<file path="src/design/ffra_pkg.sv">
// Shared types, constants and helpers for the first-fit range allocator.
// No dependencies; every other design file imports this package.
package ffra_pkg;

  localparam int MAX_FREE_BLOCKS = 16;
  localparam int SLOT_BITS       = 16;
  localparam int IDX_W           = $clog2(MAX_FREE_BLOCKS);
  localparam int CNT_W           = $clog2(MAX_FREE_BLOCKS + 1);

  localparam int APB_ADDR_W = 3;
  localparam int APB_DATA_W = 32;
  localparam logic [APB_ADDR_W-3:0] REG_RANGE_SIZE = '0;

  localparam logic [SLOT_BITS-1:0] RANGE_RESET = SLOT_BITS'(1024);

  typedef enum logic [1:0] {
    ST_DONE      = 2'd0,
    ST_NO_FIT    = 2'd1,
    ST_LIST_FULL = 2'd2
  } res_status_t;

  typedef enum logic [1:0] {
    S_IDLE,
    S_SCAN,
    S_MERGE,
    S_FINISH
  } state_t;

  typedef struct packed {
    logic        load_req;
    logic        step;
    logic        alloc_take;
    logic        rel_mark;
    logic        rel_commit;
    logic        set_res;
    res_status_t res_code;
  } ffra_cmd_t;

  typedef struct packed {
    logic is_release;
    logic cnt_zero;
    logic scan_end;
    logic alloc_hit;
    logic ins_hit;
    logic list_full;
    logic merge_none;
  } ffra_stat_t;

  function automatic logic [SLOT_BITS-1:0] sat_add(input logic [SLOT_BITS-1:0] a,
                                                   input logic [SLOT_BITS-1:0] b);
    logic [SLOT_BITS:0] s;
    s = {1'b0, a} + {1'b0, b};
    return s[SLOT_BITS] ? {SLOT_BITS{1'b1}} : s[SLOT_BITS-1:0];
  endfunction

endpackage

</file>
<file path="src/design/first_fit_range_allocator.sv">
// Top level of the first-fit range allocator: APB register port and result register.
// Depends on ffra_pkg, ffra_ctrl and ffra_datapath.
//
//   channel  | handshake          | payload
//   ---------+--------------------+-----------------------------------------
//   input    | in_valid/in_stall  | cmd, slot_count, release_offset
//   output   | out_valid/out_stall| status, granted_offset, free_slots
//   config   | APB psel/penable   | range_size at byte address 0
//
// An allocate takes an accept step, a scan of the free list at one entry per
// cycle (up to 17 scan steps) and a finish step; a release adds a merge step.
// The worst case is set by the one-entry-per-cycle scan of the free list.
// Synchronous reset restores range_size 1024 and a single free block.
// The result register frees the core: the next request is taken while a
// result still waits under out_stall; the finish step waits only if a
// second result would overwrite an untaken one.
module first_fit_range_allocator import ffra_pkg::*; (
  input  logic                  clk,
  input  logic                  rst,
  // request channel
  input  logic                  in_valid,
  output logic                  in_stall,
  input  logic                  cmd,
  input  logic [SLOT_BITS-1:0]  slot_count,
  input  logic [SLOT_BITS-1:0]  release_offset,
  // result channel
  output logic                  out_valid,
  input  logic                  out_stall,
  output logic [1:0]            status,
  output logic [SLOT_BITS-1:0]  granted_offset,
  output logic [SLOT_BITS-1:0]  free_slots,
  // configuration port
  input  logic                  psel,
  input  logic                  penable,
  input  logic                  pwrite,
  input  logic [APB_ADDR_W-1:0] paddr,
  input  logic [APB_DATA_W-1:0] pwdata,
  output logic [APB_DATA_W-1:0] prdata,
  output logic                  pready
);

  ffra_cmd_t            dp_cmd;
  ffra_stat_t           dp_stat;
  logic                 out_ready;
  logic                 out_load;
  logic                 cfg_wr;
  logic                 reg_sel;
  logic [SLOT_BITS-1:0] range_size;
  logic [SLOT_BITS-1:0] free_total;
  res_status_t          res_status;
  logic [SLOT_BITS-1:0] res_granted;

  // APB: always ready; word address selects the register
  assign pready  = 1'b1;
  assign reg_sel = (paddr[APB_ADDR_W-1:2] == REG_RANGE_SIZE);
  assign cfg_wr  = psel && penable && pwrite && reg_sel;
  assign prdata  = reg_sel ? APB_DATA_W'(range_size) : '0;

  // result register may load when empty or when its transfer completes now
  assign out_ready = !out_valid || !out_stall;

  ffra_ctrl u_ctrl (
    .clk       (clk),
    .rst       (rst),
    .in_valid  (in_valid),
    .in_stall  (in_stall),
    .out_ready (out_ready),
    .out_load  (out_load),
    .stat      (dp_stat),
    .cmd_o     (dp_cmd)
  );

  ffra_datapath u_datapath (
    .clk         (clk),
    .rst         (rst),
    .cfg_wr      (cfg_wr),
    .cfg_range   (pwdata[SLOT_BITS-1:0]),
    .req_cmd_in  (cmd),
    .req_cnt_in  (slot_count),
    .req_off_in  (release_offset),
    .cmd_i       (dp_cmd),
    .stat        (dp_stat),
    .range_size  (range_size),
    .free_total  (free_total),
    .res_status  (res_status),
    .res_granted (res_granted)
  );

  // hold the result until its transfer completes
  always_ff @(posedge clk) begin
    if (rst) begin
      out_valid <= 1'b0;
    end else if (out_load) begin
      out_valid <= 1'b1;
    end else if (!out_stall) begin
      out_valid <= 1'b0;
    end
  end

  always_ff @(posedge clk) begin
    if (out_load) begin
      status         <= res_status;
      granted_offset <= res_granted;
      free_slots     <= free_total;
    end
  end

endmodule

</file>
<file path="src/design/ffra_ctrl.sv">
// Request sequencer of the range allocator: scans the free list, commits one update.
// Depends on ffra_pkg; drives ffra_datapath through command and status structs.
module ffra_ctrl import ffra_pkg::*; (
  input  logic       clk,
  input  logic       rst,
  input  logic       in_valid,
  output logic       in_stall,
  input  logic       out_ready,
  output logic       out_load,
  input  ffra_stat_t stat,
  output ffra_cmd_t  cmd_o
);

  state_t state, state_next;

  always_ff @(posedge clk) begin
    if (rst) begin
      state <= S_IDLE;
    end else begin
      state <= state_next;
    end
  end

  always_comb begin
    state_next = state;
    cmd_o      = '0;
    cmd_o.res_code = ST_DONE;
    out_load   = 1'b0;
    in_stall   = (state != S_IDLE);
    unique case (state)
      S_IDLE: begin
        if (in_valid) begin
          cmd_o.load_req = 1'b1;
          state_next     = S_SCAN;
        end
      end
      S_SCAN: begin
        if (!stat.is_release) begin
          if (stat.scan_end) begin
            cmd_o.set_res  = 1'b1;
            cmd_o.res_code = ST_NO_FIT;
            state_next     = S_FINISH;
          end else if (stat.alloc_hit) begin
            cmd_o.alloc_take = 1'b1;
            cmd_o.set_res    = 1'b1;
            cmd_o.res_code   = ST_DONE;
            state_next       = S_FINISH;
          end else begin
            cmd_o.step = 1'b1;
          end
        end else if (stat.cnt_zero) begin
          // empty release: nothing changes
          cmd_o.set_res  = 1'b1;
          cmd_o.res_code = ST_DONE;
          state_next     = S_FINISH;
        end else if (stat.scan_end || stat.ins_hit) begin
          cmd_o.rel_mark = 1'b1;
          state_next     = S_MERGE;
        end else begin
          cmd_o.step = 1'b1;
        end
      end
      S_MERGE: begin
        cmd_o.set_res = 1'b1;
        if (stat.merge_none && stat.list_full) begin
          cmd_o.res_code = ST_LIST_FULL;
        end else begin
          cmd_o.rel_commit = 1'b1;
          cmd_o.res_code   = ST_DONE;
        end
        state_next = S_FINISH;
      end
      S_FINISH: begin
        if (out_ready) begin
          out_load   = 1'b1;
          state_next = S_IDLE;
        end
      end
      default: state_next = S_IDLE;
    endcase
  end

endmodule

</file>
<file path="src/design/ffra_datapath.sv">
// Free-list storage, request registers and merge/split arithmetic of the allocator.
// Depends on ffra_pkg; sequenced by ffra_ctrl.
module ffra_datapath import ffra_pkg::*; (
  input  logic                 clk,
  input  logic                 rst,
  input  logic                 cfg_wr,
  input  logic [SLOT_BITS-1:0] cfg_range,
  input  logic                 req_cmd_in,
  input  logic [SLOT_BITS-1:0] req_cnt_in,
  input  logic [SLOT_BITS-1:0] req_off_in,
  input  ffra_cmd_t            cmd_i,
  output ffra_stat_t           stat,
  output logic [SLOT_BITS-1:0] range_size,
  output logic [SLOT_BITS-1:0] free_total,
  output res_status_t          res_status,
  output logic [SLOT_BITS-1:0] res_granted
);

  logic [SLOT_BITS-1:0] blk_start [MAX_FREE_BLOCKS];
  logic [SLOT_BITS-1:0] blk_len   [MAX_FREE_BLOCKS];
  logic [SLOT_BITS-1:0] up_start  [MAX_FREE_BLOCKS];
  logic [SLOT_BITS-1:0] up_len    [MAX_FREE_BLOCKS];
  logic [SLOT_BITS-1:0] dn_start  [MAX_FREE_BLOCKS];
  logic [SLOT_BITS-1:0] dn_len    [MAX_FREE_BLOCKS];

  logic [CNT_W-1:0]     n_used;
  logic [CNT_W-1:0]     idx;
  logic [CNT_W-1:0]     ins;
  logic                 req_cmd;
  logic [SLOT_BITS-1:0] req_cnt;
  logic [SLOT_BITS-1:0] req_off;
  logic [SLOT_BITS:0]   prev_end;
  logic [SLOT_BITS-1:0] prev_len;
  logic [SLOT_BITS-1:0] cur_len;
  logic                 left_q;
  logic                 right_q;

  logic [SLOT_BITS-1:0] rd_start;
  logic [SLOT_BITS-1:0] rd_len;
  logic                 exact;
  logic                 left_now;
  logic                 right_now;
  logic [CNT_W-1:0]     ins_m1;
  logic [SLOT_BITS-1:0] len_left;
  logic [SLOT_BITS-1:0] len_both;
  logic [SLOT_BITS-1:0] len_right;

  // neighbor taps used by the compact and open-gap moves
  for (genvar g = 0; g < MAX_FREE_BLOCKS; g++) begin : g_taps
    if (g < MAX_FREE_BLOCKS - 1) begin : g_up
      assign up_start[g] = blk_start[g+1];
      assign up_len[g]   = blk_len[g+1];
    end else begin : g_up_last
      assign up_start[g] = blk_start[g];
      assign up_len[g]   = blk_len[g];
    end
    if (g > 0) begin : g_dn
      assign dn_start[g] = blk_start[g-1];
      assign dn_len[g]   = blk_len[g-1];
    end else begin : g_dn_first
      assign dn_start[g] = blk_start[g];
      assign dn_len[g]   = blk_len[g];
    end
  end

  assign rd_start  = blk_start[idx[IDX_W-1:0]];
  assign rd_len    = blk_len[idx[IDX_W-1:0]];
  assign exact     = (req_cnt == rd_len);
  assign left_now  = (idx != '0) && (prev_end == {1'b0, req_off});
  assign right_now = !stat.scan_end &&
                     (({1'b0, req_off} + {1'b0, req_cnt}) == {1'b0, rd_start});
  assign ins_m1    = ins - CNT_W'(1);
  assign len_left  = sat_add(prev_len, req_cnt);
  assign len_both  = sat_add(len_left, cur_len);
  assign len_right = sat_add(cur_len, req_cnt);

  assign stat.is_release = req_cmd;
  assign stat.cnt_zero   = (req_cnt == '0);
  assign stat.scan_end   = (idx == n_used);
  assign stat.alloc_hit  = (req_cnt <= rd_len);
  assign stat.ins_hit    = (req_off < rd_start);
  assign stat.list_full  = (n_used == CNT_W'(MAX_FREE_BLOCKS));
  assign stat.merge_none = !left_q && !right_q;

  // request and scan registers
  always_ff @(posedge clk) begin
    if (cmd_i.load_req) begin
      req_cmd     <= req_cmd_in;
      req_cnt     <= req_cnt_in;
      req_off     <= req_off_in;
      idx         <= '0;
      res_granted <= '0;
    end else if (cmd_i.step) begin
      idx      <= idx + CNT_W'(1);
      prev_end <= {1'b0, rd_start} + {1'b0, rd_len};
      prev_len <= rd_len;
    end
    if (cmd_i.alloc_take) begin
      res_granted <= rd_start;
    end
    if (cmd_i.rel_mark) begin
      ins     <= idx;
      left_q  <= left_now;
      right_q <= right_now;
      cur_len <= rd_len;
    end
    if (cmd_i.set_res) begin
      res_status <= cmd_i.res_code;
    end
  end

  // range register, list count and free total
  always_ff @(posedge clk) begin
    if (rst) begin
      range_size <= RANGE_RESET;
      n_used     <= CNT_W'(1);
      free_total <= RANGE_RESET;
    end else if (cfg_wr) begin
      range_size <= cfg_range;
      n_used     <= (cfg_range != '0) ? CNT_W'(1) : '0;
      free_total <= cfg_range;
    end else if (cmd_i.alloc_take) begin
      if (exact) begin
        n_used <= n_used - CNT_W'(1);
      end
      free_total <= (req_cnt > free_total) ? '0 : free_total - req_cnt;
    end else if (cmd_i.rel_commit) begin
      if (left_q && right_q) begin
        n_used <= n_used - CNT_W'(1);
      end else if (!left_q && !right_q) begin
        n_used <= n_used + CNT_W'(1);
      end
      free_total <= sat_add(free_total, req_cnt);
    end
  end

  // free-list entries: one write point plus whole-list compact or open-gap moves
  always_ff @(posedge clk) begin
    for (int k = 0; k < MAX_FREE_BLOCKS; k++) begin
      if (rst || cfg_wr) begin
        if (k == 0) begin
          blk_start[k] <= '0;
          blk_len[k]   <= rst ? RANGE_RESET : cfg_range;
        end
      end else if (cmd_i.alloc_take) begin
        if (exact) begin
          if (CNT_W'(k) >= idx) begin
            blk_start[k] <= up_start[k];
            blk_len[k]   <= up_len[k];
          end
        end else if (CNT_W'(k) == idx) begin
          blk_start[k] <= rd_start + req_cnt;
          blk_len[k]   <= rd_len - req_cnt;
        end
      end else if (cmd_i.rel_commit) begin
        if (left_q && right_q) begin
          if (CNT_W'(k) == ins_m1) begin
            blk_len[k] <= len_both;
          end else if (CNT_W'(k) >= ins) begin
            blk_start[k] <= up_start[k];
            blk_len[k]   <= up_len[k];
          end
        end else if (left_q) begin
          if (CNT_W'(k) == ins_m1) begin
            blk_len[k] <= len_left;
          end
        end else if (right_q) begin
          if (CNT_W'(k) == ins) begin
            blk_start[k] <= req_off;
            blk_len[k]   <= len_right;
          end
        end else begin
          if (CNT_W'(k) == ins) begin
            blk_start[k] <= req_off;
            blk_len[k]   <= req_cnt;
          end else if (CNT_W'(k) > ins) begin
            blk_start[k] <= dn_start[k];
            blk_len[k]   <= dn_len[k];
          end
        end
      end
    end
  end

endmodule
</file>
<file path="config.mk">
export PLATFORM = sky130hd
export DESIGN_NAME = first_fit_range_allocator
export DESIGN_NICKNAME = d
export VERILOG_FILES = /design/src/design/ffra_pkg.sv /design/src/design/first_fit_range_allocator.sv /design/src/design/ffra_ctrl.sv /design/src/design/ffra_datapath.sv
export SDC_FILE = /design/constraint.sdc
export NUM_CORES = 2
export LEC_CHECK = 0
export BUFFER_PORTS_ARGS = -buffer_cell sky130_fd_sc_hd__buf_2
export CORE_ASPECT_RATIO = 2
export CORE_MARGIN = 5
export CORE_UTILIZATION = 30
export DETAILED_ROUTE_END_ITERATION = 8
export GPL_TIMING_DRIVEN = 0
export SLEW_MARGIN = 0
export SYNTH_ARGS = -nofsm -noshare
export SYNTH_HDL_FRONTEND = slang
export SYNTH_SLANG_ARGS = --single-unit
</file>
<file path="constraint.sdc">
create_clock -name clk -period 9.5 [get_ports clk]
set_input_delay 1.9 -clock clk [delete_from_list [all_inputs] [get_ports clk]]
set_output_delay 1.9 -clock clk [all_outputs]
set_load 0.05 [all_outputs]
</file>
==> flow_summary_export.csv, run 1 <==
group,metric,value,unit
logic_synthesis,yosysMostFrequentCell,"nand2_1",
clock_tree,clock_path_buffers,3,
logic_synthesis,post-synth-top-area-cell,"edfxtp_1",
logic_synthesis,yosysSeqAreaShare,0.376,
logic_synthesis,yosysWarningCount,0,
clock_tree,root_buffer,"clkbuf_16",
run_status,lastStage,"5_1_grt",
logic_synthesis,synth-main-ff-cell,"edfxtp_1",
logic_synthesis,synth_edf_count,653,
placed_design,routabilityCongestion,1.23,
placed_design,dp.cells,8747,
run_status,error,"[ERROR GRT-0232] Routing congestion too high. Check the congestion heatmap in the GUI.",
clock_tree,ctsHoldBuffers,0,
logic_synthesis,synth-seq-cells,702,
clock_tree,h-tree-depth,3,
logic_synthesis,synthAdderAreaFrac,0.0422,
die,initial_utilization,0.302,
clock_tree,cts-buffers-inserted,81,
logic_synthesis,synthSimpleGateAreaFrac,0.143,
logic_synthesis,netlist_top_cells_area,"edfxtp_1 36%, o21ai_0 6.7%, mux4_2 6.6%",
run_status,status,"aborted with a tool error",
die,rows,221,
logic_synthesis,muxShareOfSynthArea,0.0774,
logic_synthesis,netlist.area_leader.share,0.358,
die,dieHeight,614,um
logic_synthesis,syn_area,54700,sq um
logic_synthesis,synth-async-reset-ratio,0,
logic_synthesis,syn_inst,6172,
logic_synthesis,avgSynthCellArea,8.87,sq um
global_route,grt_overflow,3,
logic_synthesis,synth_top_family_by_area,"compound AO/OA/AOI/OAI gates",
global_route,grt_max_degree,42,
placed_design,dp_hpwl,441,mm
clock_tree,clock_sinks,702,
die,num_io_pins,144,
logic_synthesis,synth-compound-area-share,0.286,
logic_synthesis,synth-xor-area-share,0.0250,
logic_synthesis,synthDistinctLibCells,98,
die,die_w,312,um
placed_design,portBuffers,107,
global_route,track_usage,0.602,
logic_synthesis,synth_commonest_cells,"761 x nand2_1, 728 x o21ai_0, 653 x edfxtp_1, 557 x nor2_1, 453 x a21oi_1",
==> cells by family after synthesis <==
logic type	count (synthesis)
compound gates	2427
mux	222
buf+inv	680
other cells	2
fa+ha+maj	179
simple gates	1804
xor+xnor	156
flops	702
==> per-layer routing <==
metal	GRT overflow	track usage
met1	0	0.584
met2	0	0.846
met3	0	0.331
met4	3	0.679
met5	0	0.0347
==> what timing repair did <==
| item | in CTS |
|---|---|
| pin swaps | 11 |
| gates cloned | 0 |
| endpoints found under the setup margin | 1122 |
| gates resized for setup | 93 |
| buffers inserted | 28 |
==> per-stage QoR <==
stage                     worst slack (ns)  utilization  cell area [sq um]  hold slack (ns)
after global placement              -11.27        0.321              58300            0.407
after floorplan                       2.28            -              54800            0.400
after detailed placement             -4.61        0.336              61000            0.406
after CTS                           0.0142        0.355              64500            0.420
==> run 2, diff against run 1 <==
- CORE_ASPECT_RATIO: 2 -> unset
- CORE_UTILIZATION: 30 -> 20
- PLACE_DENSITY_LB_ADDON: unset -> 0.15
==> flow_summary_export.csv, run 2 <==
group,metric,value,unit
run_status,status,"finished with violations",
run_status,violations,"capacitance limit, slew limit, setup timing",
sta,hold_ws,0.414,ns
clock_tree,cts_tree,"done",
clock_tree,clock_path_buffers,4,
critical_path,crit_end,"u_datapath.blk_len[13][5]",
die,initial_utilization,0.200,
final_layout,final.fill_count,29600,
sta,max_slew_margin,-0.147,
logic_synthesis,synth-async-reset-ratio,0,
placed_design,dp_hpwl,450,mm
logic_synthesis,netlist.area_leader.share,0.358,
die,rows,192,
worst_hold_path,hp-start,"u_datapath.res_granted[14]",
die,num_io_pins,144,
final_layout,fin_cells,10300,
detailed_routing,ant_nets,0,
logic_synthesis,synth-main-ff-cell,"edfxtp_1",
power,p_int,10.3,mW
final_layout,final_common_cell,"nand2_1",
logic_synthesis,yosysSeqAreaShare,0.376,
logic_synthesis,synthDistinctLibCells,98,
logic_synthesis,synth_commonest_cells,"761 x nand2_1, 728 x o21ai_0, 653 x edfxtp_1, 557 x nor2_1, 453 x a21oi_1",
critical_path,path_buf_inv,8,
logic_synthesis,synth-seq-cells,702,
placed_design,portBuffers,107,
die,fp.dieArea,284000,sq um
critical_path,worstPathArrival,10.45,ns
flow_run,max_cap_violations,18,
critical_path,path_max_fanout,10,
critical_path,rr_worst_depth,20,
global_route,grt_max_degree,25,
clock_tree,clock_latency,0.90,ns
placed_design,dp.cells,9999,
logic_synthesis,post-synth-top-area-cell,"edfxtp_1",
final_layout,register_area,20600,sq um
global_route,antenna_found_initial,128,
logic_synthesis,synth_edf_count,653,
clock_tree,cts-buffers-inserted,110,
critical_path,crit_top_cell,"clkbuf_4",
sta,hold_viol_final,0,
detailed_routing,drc,0,
global_route,grt_pass1_wl,689,mm
detailed_routing,drt-total-wl,558,mm
detailed_routing,drt_first_pass_iters,6,
power,power.density,398,nW/um^2
die,dieHeight,533,um
power,clockPowerShare,0.157,
sta,clock.fmax,101,MHz
critical_path,path_depth,20,
clock_tree,root_buffer,"clkbuf_16",
global_route,grt_pass1_vias,58400,
power,vdd_ir_drop_max,0.000291,V
critical_path,critPathSlowestCell,"nor2_2",
placed_design,post-place-ws,-4.45,ns
power,p_seq_frac,0.156,
critical_path,path_class,"register to register",
final_layout,top_regs,"u_datapath.blk_len x256, u_datapath.blk_start x256, u_datapath.prev_end x17",
power,comb_power_share,0.686,
critical_path,endpoint_kind,"register",
sta,fin_crit_sh,1.04,
logic_synthesis,avgSynthCellArea,8.87,sq um
detailed_routing,vias,64500,
power,p_leak,22.3,nW
final_layout,mostFrequentLayoutCells,"750 x nand2_1, 727 x o21ai_0, 653 x edfxtp_1",
final_layout,drive_above_1_share,0.152,
clock_tree,clock_sinks,702,
critical_path,critPathTopFamily,"buffers and inverters",
worst_hold_path,hp-class,"register to register",
sta,skew,0.0775,ns
global_route,track_usage,0.375,
critical_path,cp-start-kind,"register",
final_layout,utilization,0.247,
critical_path,worstReg2RegEnd,"u_datapath.blk_len[13][5]",
power,switching_share,0.615,
logic_synthesis,syn_inst,6172,
final_layout,multiInputGateArea,32400,sq um
power,finalPower,26.8,mW
die,core_area,273000,sq um
clock_tree,clkTransAtPathRegs,0.06,ns
sta,setup_viol,346,
sta,slew_viol_final,110,
die,die_w,533,um
sta,period_needed,9.88,ns
final_layout,area_growth,23.1,%
detailed_routing,drt_iter0_markers,11000,
critical_path,critical_path_required,10.07,ns
clock_tree,h-tree-depth,3,
logic_synthesis,yosysMostFrequentCell,"nand2_1",
placed_design,routabilityCongestion,1.06,
logic_synthesis,syn_area,54700,sq um
sta,worst_slack,-0.379,ns
critical_path,r2r_slack,-0.38,ns
detailed_routing,detail_route.vias_per_cell,6.25,
detailed_routing,wl_per_cell,54.1,um
critical_path,critical_path.max_stage_delay,1.08,ns
critical_path,crit_path_cell_trace,"clkbuf_2, buf_4, clkbuf_4, clkbuf_4, clkbuf_4, mux4_2, mux4_2, inv_1, fa_1, nand2b_1, a211oi_1, nor2_2, o2111a_1, buf_6, o211ai_4, buf_12, nor2_2, o21ai_1, nand2_1, o221ai_1",
logic_synthesis,yosysWarningCount,0,
power,switchingPower,16.5,mW
logic_synthesis,netlist_top_cells_area,"edfxtp_1 36%, o21ai_0 6.7%, mux4_2 6.6%",
sta,tightest_slew,1.72,ns
global_route,grt_overflow,0,
final_layout,nets,6823,
clock_tree,ctsHoldBuffers,0,
-- run 2: how the worst min path moves through the flow --
stage / end / slack, ns / cells past startpoint
after detailed placement: granted_offset[6] / 0.41 / 0
after global placement: granted_offset[7] / 0.40 / 0
final: granted_offset[14] / 0.41 / 0
after floorplan: granted_offset[0] / 0.40 / 0
after CTS: granted_offset[13] / 0.42 / 0
after global routing: granted_offset[6] / 0.43 / 0
-- run 2: stage by stage --
step | setup TNS [ns] | cell area (sq um)
final | -44.81 | 67400
after global routing | -0.566 | 67200
after CTS | 0 | 66900
after detailed placement | -3208.94 | 62800
after global placement | -4319.57 | 59800
after floorplan | 0 | 54800
-- run 2: cell families (layout without fill, tap and decap cells) --
| group | after synthesis | in the layout | share of synthesized area |
|---|---|---|---|
| AOI/OAI and AO/OA | 2427 | 2427 | 0.286 |
| xor gates and xnor gates | 156 | 156 | 0.0250 |
| adders and majority gates | 179 | 179 | 0.0422 |
| buffers and inverters | 680 | 1149 | 0.0499 |
| DFF | 702 | 702 | 0.376 |
| muxes | 222 | 222 | 0.0774 |
| other | 2 | 89 | 0.000137 |
| and+or+nand+nor | 1804 | 1804 | 0.143 |
-- run 2: power by group through the flow --
stage | Combinational [mW] | Sequential, mW | Clock [mW]
finish | 18.4 | 4.18 | 4.22
detailed placement | 16.7 | 4.24 | 0
CTS | 16.9 | 4.19 | 4.27
floorplan | 5.43 | 4.05 | 0
global route | 17.6 | 4.19 | 4.35
global placement | 14.7 | 4.30 | 0
-- run 2: final cells by class --
cell class              instances  area share
diodes                         72     0.00267
repair buffers                275      0.0493
clock buffers                 142      0.0457
inverters                     111     0.00628
multi-input cells            4805       0.481
clock inverters                57     0.00574
plain buffers                 564      0.0373
well taps                    3589      0.0667
flip-flops and latches        702       0.306
-- run 2: routing by layer --
metal  GRT usage  vias to the layer above  routed length (um)
li1            -                    24800                   -
met1       0.481                    33200              227000
met2       0.522                     5177              222000
met3       0.141                     1287               65000
met4       0.244                       52               43700
met5     0.00550                        -                 345
-- run 2: what timing repair did --
action / CTS / global route
gates resized for setup: 123 / 14
pin swaps: 10 / 2
buffers inserted: 31 / 19
endpoints found under the setup margin: 1122 / 253
Note: power is estimated with default switching activity, not from simulation.
